==> src/rtl/core/hfrs_pkg.sv <==
`timescale 1ns / 1ps
package hfrs_pkg;

	localparam int GRID_SHIFT_DEF   = 5;
	localparam int HEIGHT_WIDTH_DEF = 16;

	localparam int POS_W       = 5;
	localparam int SAMPLE_W    = 16;
	localparam int TEXEL_W     = 16;
	localparam int SHIFT_W     = 4;
	localparam int WIND_W      = 5;
	localparam int CFG_INDEX_W = 8;
	localparam int CFG_DATA_W  = 5;

	typedef enum logic [1:0] {
		ACT_WRITE_HEIGHT = 2'd0,
		ACT_WRITE_TEXEL  = 2'd1,
		ACT_SHADE        = 2'd2
	} action_t;

	localparam logic [CFG_INDEX_W-1:0] REG_SHADE_SHIFT   = 8'd0;
	localparam logic [CFG_INDEX_W-1:0] REG_REFRACT_SHIFT = 8'd1;
	localparam logic [CFG_INDEX_W-1:0] REG_WIND_COL      = 8'd2;
	localparam logic [CFG_INDEX_W-1:0] REG_WIND_ROW      = 8'd3;

	localparam logic [SHIFT_W-1:0] SHADE_SHIFT_RST   = 4'd2;
	localparam logic [SHIFT_W-1:0] REFRACT_SHIFT_RST = 4'd3;
	localparam logic [WIND_W-1:0]  WIND_RST          = 5'd0;

	typedef struct packed {
		logic [SHIFT_W-1:0] shade_shift;
		logic [SHIFT_W-1:0] refract_shift;
		logic [WIND_W-1:0]  wind_col;
		logic [WIND_W-1:0]  wind_row;
	} cfg_t;

	typedef struct packed {
		action_t                    action;
		logic [POS_W-1:0]           pos_x;
		logic [POS_W-1:0]           pos_y;
		logic signed [SAMPLE_W-1:0] height_value;
		logic [TEXEL_W-1:0]         texel_value;
	} item_t;

	localparam logic [TEXEL_W-1:0] RED_MASK = 16'h0F00;
	localparam logic [TEXEL_W-1:0] GRN_MASK = 16'h00F0;
	localparam logic [TEXEL_W-1:0] BLU_MASK = 16'h000F;
	localparam logic [TEXEL_W-1:0] ALPHA    = 16'hF000;

	localparam int RED_POS   = 8;
	localparam int GRN_POS   = 4;
	localparam int RED_MAX   = 32'h0FFF;
	localparam int RED_MIN   = 32'h0100;
	localparam int GRN_LIMIT = 32'h00FE;
	localparam int GRN_MAX   = 32'h00FF;
	localparam int GRN_MIN   = 32'h0010;
	localparam int BLU_LIMIT = 32'h000E;
	localparam int BLU_MAX   = 32'h000F;

	localparam int SHADE_TRAP = 6;
	localparam int SHADE_SUB  = 4;
	// beyond this magnitude every channel result is already saturated
	localparam int SHADE_SAT  = 16;
	localparam int SHADE_W    = 6;

endpackage

==> src/rtl/core/hfrs_cfg.sv <==
`timescale 1ns / 1ps
module hfrs_cfg (
	input  logic                               clk,
	input  logic                               arst_n,
	input  logic                               cfg_valid,
	output logic                               cfg_ready,
	input  logic [hfrs_pkg::CFG_INDEX_W-1:0]   cfg_index,
	input  logic [hfrs_pkg::CFG_DATA_W-1:0]    cfg_data,
	output hfrs_pkg::cfg_t                     cfg
);

	hfrs_pkg::cfg_t cfg_q;

	assign cfg_ready = 1'b1;
	assign cfg       = cfg_q;

	always_ff @(posedge clk or negedge arst_n) begin
		if (!arst_n) begin
			cfg_q.shade_shift   <= hfrs_pkg::SHADE_SHIFT_RST;
			cfg_q.refract_shift <= hfrs_pkg::REFRACT_SHIFT_RST;
			cfg_q.wind_col      <= hfrs_pkg::WIND_RST;
			cfg_q.wind_row      <= hfrs_pkg::WIND_RST;
		end else if (cfg_valid && cfg_ready) begin
			case (cfg_index)
				hfrs_pkg::REG_SHADE_SHIFT: begin
					cfg_q.shade_shift <= cfg_data[hfrs_pkg::SHIFT_W-1:0];
				end
				hfrs_pkg::REG_REFRACT_SHIFT: begin
					cfg_q.refract_shift <= cfg_data[hfrs_pkg::SHIFT_W-1:0];
				end
				hfrs_pkg::REG_WIND_COL: begin
					cfg_q.wind_col <= cfg_data[hfrs_pkg::WIND_W-1:0];
				end
				hfrs_pkg::REG_WIND_ROW: begin
					cfg_q.wind_row <= cfg_data[hfrs_pkg::WIND_W-1:0];
				end
				default: begin
				end
			endcase
		end
	end

endmodule

==> config.mk <==
export PLATFORM = sky130hd
export DESIGN_NAME = hfrs_cfg
export DESIGN_NICKNAME = d
export VERILOG_FILES = /design/src/rtl/core/hfrs_pkg.sv /design/src/rtl/core/hfrs_cfg.sv
export SDC_FILE = /design/constraint.sdc
export NUM_CORES = 1
export LEC_CHECK = 0
export BUFFER_PORTS_ARGS = -buffer_cell sky130_fd_sc_hd__buf_4
export CORE_UTILIZATION = 25
export DETAILED_ROUTE_END_ITERATION = 8
export PLACE_DENSITY = 0.45
export SYNTH_ARGS = -nofsm -noshare
export SYNTH_HDL_FRONTEND = slang
export SYNTH_SLANG_ARGS = --single-unit
==> constraint.sdc <==
create_clock -name clk -period 2.2 [get_ports clk]
set_input_delay 0.22 -clock clk [delete_from_list [all_inputs] [get_ports clk]]
set_output_delay 0.22 -clock clk [all_outputs]
set_load 0.05 [all_outputs]
* Word level (Yosys, flattened, before mapping)
Cells that the tools add are included.
** Word-level totals
- Input bits :: 16
- Bits in registers :: 18
- Logic and storage cells :: 12
** Operators by class
- Reduce and logical (&&, ||, !) cells :: 5
- Equality and inequality tests :: 3
** Operators with widths (count)
- $eq A8 B2 Y1 const B :: 2
- $eq A8 B1 Y1 const B :: 1
- $logic_not A8 Y1 :: 1
- $reduce_and A2 Y1 :: 4

* Longest topological paths before layout
- Depth in word-level cells :: 2
- Gate-level depth with buffers :: 3

* Least setup slack after synthesis
No wires, ideal clock.
- Path kind :: in2reg
- Start point :: input port cfg_index[6] (netlist bit)
- End point :: register cfg_q (netlist bit cfg[14])
- Library setup time :: 125 ps
- Stages :: 3
- Data arrival time :: 1123 ps
- Path slack :: 953 ps
- Required time :: 2075 ps
- Cell sequence :: nor4b_4 and3b_1 mux2_2
** On the way
- Longest elaborated chain between the ends :: 2
** RTL lines
- from (decl) :: RTL line hfrs_cfg.sv:7 : input logic [hfrs_pkg::CFG_INDEX_W-1:0] cfg_index,
- $logic_not A8 Y1 :: RTL line hfrs_cfg.sv:24 : case (cfg_index)
- $reduce_and A2 Y1 (no source line)
- to (decl) :: RTL line hfrs_cfg.sv:12 : hfrs_pkg::cfg_t cfg_q;
Every way passes these cells.
A chain may end at the register's enable or synchronous reset.

* Worst setup path in the final report
- Start point :: input port cfg_index[6] (netlist bit)
- End point :: register cfg_q (netlist bit cfg[1])
** On the way
- Longest elaborated chain between the ends :: 2
** RTL lines (RTL line)
- $eq A8 B2 Y1 :: hfrs_cfg.sv:24
- $reduce_and A2 Y1 (no source line)
Every way passes these cells.

==> flow_summary.toml <==
[layout]
register_area_sq_um = 454.2
n_antenna_cell = 0
drive_gt1_frac = 0.7073
fillers = 281
nNetsFinal = 99
largest_reg_flops = 18
multi_input_area_sq_um = 270.3
mostFrequentLayoutCell = "buf_4"
areaGrowthSynthToFinish_pct = 43.08
mostFrequentLayoutCells = "buf_4, mux2_2, dfrtp_1, dfstp_2, clkbuf_4"

[placement]
place_ws_ps = 595.1
io_buffers = 33
dp_hpwl_mm = 1.166
place_congestion = 0.6069

[yosys]
synthCells = 45
ys_types = 12
synthesis.area_sq_um = 732.0
synth_area_leader_cell = "dfrtp_1"
ys_seq_area_frac = 0.6205
yosysWarnings = 0
syn_avg_cell_area_sq_um = 16.27
synth.net_count = 61
synth_area_leaders = "dfrtp_1, mux2_2, dfstp_2"
yosys.area.top_type_share = 0.5128
ys_ff_latch = 18

[timing]
finalSetupTns_ps = 0
fmax_mhz = 779.6
maxSlewViolCount = 0
rsz0062_at_grt = "no"
finalSetupViolations = 0
worst_slack_ps = 917.2
hold_violations = 0
finalCritPeriodShare = 0.5831
worst_hold_slack_ps = 172.4
fin_skew_ps = 0
period_needed_ps = 1283

[global_route]
globalRoute.totalOverflow = 0
grt_pass1_wl_mm = 2.684
grtUsageTotal = 0.1141
grt_pass1_vias = 577
grt_max_degree = 19
antenna_found_initial = 0

[setup_path]
ff2ff_setup_slack_ps = 1440
reg2reg_depth = 1
cp_slowest_cell = "mux2_2"
required_ps = 2370
endpoint_kind = "flop"
cp.arrival_ps = 1450
worst_r2r_endpoint = "cfg[9]$_DFFE_PN0P_"
critPathLaunchType = "input port"
critical_path_class = "in -> reg"
crit_chain = "buf_4, nor4b_4, nand4_1, mux2_2"
crit_fanout = 5
worstReg2RegStart = "cfg[9]$_DFFE_PN0P_"
max_stage_delay_ps = 400

[routing]
dr_total_vias = 514
wirelength_mm = 1.552
detail-route-antenna-nets = 0
dr.pass1.iters = 4
wl_per_cell_microns = 13.73
drc_errors = 0
dr.first_iter.drc_count = 23
viasPerCell = 4.549

[die]
row_count = 19
core-area_sq_um = 2758
io_pins = 35
die_w_microns = 56.11
die-area_sq_um = 3148
initial_core_util = 0.2654
die_y_microns = 56.11

[clocking]
numCtsBuffers = 3
cts_tree = "built"
clockRootBuffer = "clkbuf_4"
cts_max_level = 1
worstSkewPairLatency_ps = 280
clockBufferDepth = 2
clk_pin_slew_ps = 100
clkSinkCount = 18

[pwr]
peakVddDrop_mv = 0.3272
leakage_nw = 0.5512
power_uw = 660.5
power_density_nw_per_um2 = 630.7

[outcome]
status = "completed"

[worst_hold_path]
min_delay_worst_endpoint = "cfg[4]$_DFFE_PN0P_"
hold_class = "in -> reg"
min-delay-start = "cfg_data[4]"
hold_depth = 2

[run]
cap_violations = 0
[critical path: cells and delay by family]
kind / cells / cell delay [ps]
buffers and inverters: 1 / 120
muxes: 1 / 400
and+or+nand+nor: 2 / 720
[per-stage QoR]
step / instance area, sq um / utilization / instances
2_1_floorplan: 732.0 / - / 45
3_3_place_gp: 1011 / 0.3666 / 108
3_5_place_dp: 1011 / 0.3666 / 108
4_1_cts: 1047 / 0.3798 / 113
5_1_grt: 1047 / 0.3798 / 113
6_report: 1047 / 0.3798 / 113
[routing by layer]
metal / vias up / part of all wire / GRT usage
met3: 2 / 0.081 / 0.03488
met1: 249 / 0.43 / 0.1426
met4: 0 / 0.010 / 0.06272
met2: 24 / 0.48 / 0.1752
met5: - / 0 / 0
li1: 239 / - / -
[area by class of cell]
| cell class | count | area share |
|---|---|---|
| Timing Repair Buffer | 34 | 0.2461 |
| Multi-Input combinational cell | 26 | 0.2581 |
| Clock buffer | 4 | 0.02509 |
| Sequential cell | 18 | 0.4337 |
| Tap cell | 31 | 0.03704 |
[cells in the mapped netlist, drive strengths merged]
master / n
nor4b: 1
nand3: 1
and3b: 1
mux2: 18
nor4: 1
nand4: 1
nor3: 1
conb: 1
dfstp: 3
dfrtp: 15
buf: 1
nand4b: 1
[power by group]
part / internal (mW) / total [mW] / switching (mW)
Combinational: 0.0524 / 0.140 / 0.0874
Clock: 0.0703 / 0.165 / 0.0943
Sequential: 0.348 / 0.356 / 0.00771
Total: 0.471 / 0.660 / 0.189
[how the worst max path moves through the flow]
stage,to,cells past startpoint,slack [ps],from
4_1_cts,cfg[1]$_DFFE_PN0P_,4,910,cfg_index[6]
3_5_place_dp,cfg[1]$_DFFE_PN0P_,4,600,cfg_index[6]
2_1_floorplan,cfg[14]$_DFFE_PN0P_,3,950,cfg_index[6]
6_report,cfg[1]$_DFFE_PN0P_,4,920,cfg_index[6]
3_3_place_gp,cfg[1]$_DFFE_PN0P_,4,620,cfg_index[6]
5_1_grt,cfg[1]$_DFFE_PN0P_,4,870,cfg_index[6]
[cells by family after synthesis]
kind of cell | count (synthesis) | share of synthesized area
simple gates | 7 | 0.08718
buf+inv | 1 | 0.01026
mux | 18 | 0.2769
other cells | 1 | 0.005123
flops | 18 | 0.6205
[timing repair]
item | 4_1_cts | 5_1_grt
hold endpoints to repair | 15 | 0
gates resized for setup | 0 | 0
setup buffers | 0 | 0
hold buffers | 1 | 0
No activity file was read; power rests on OpenSTA's default activity.
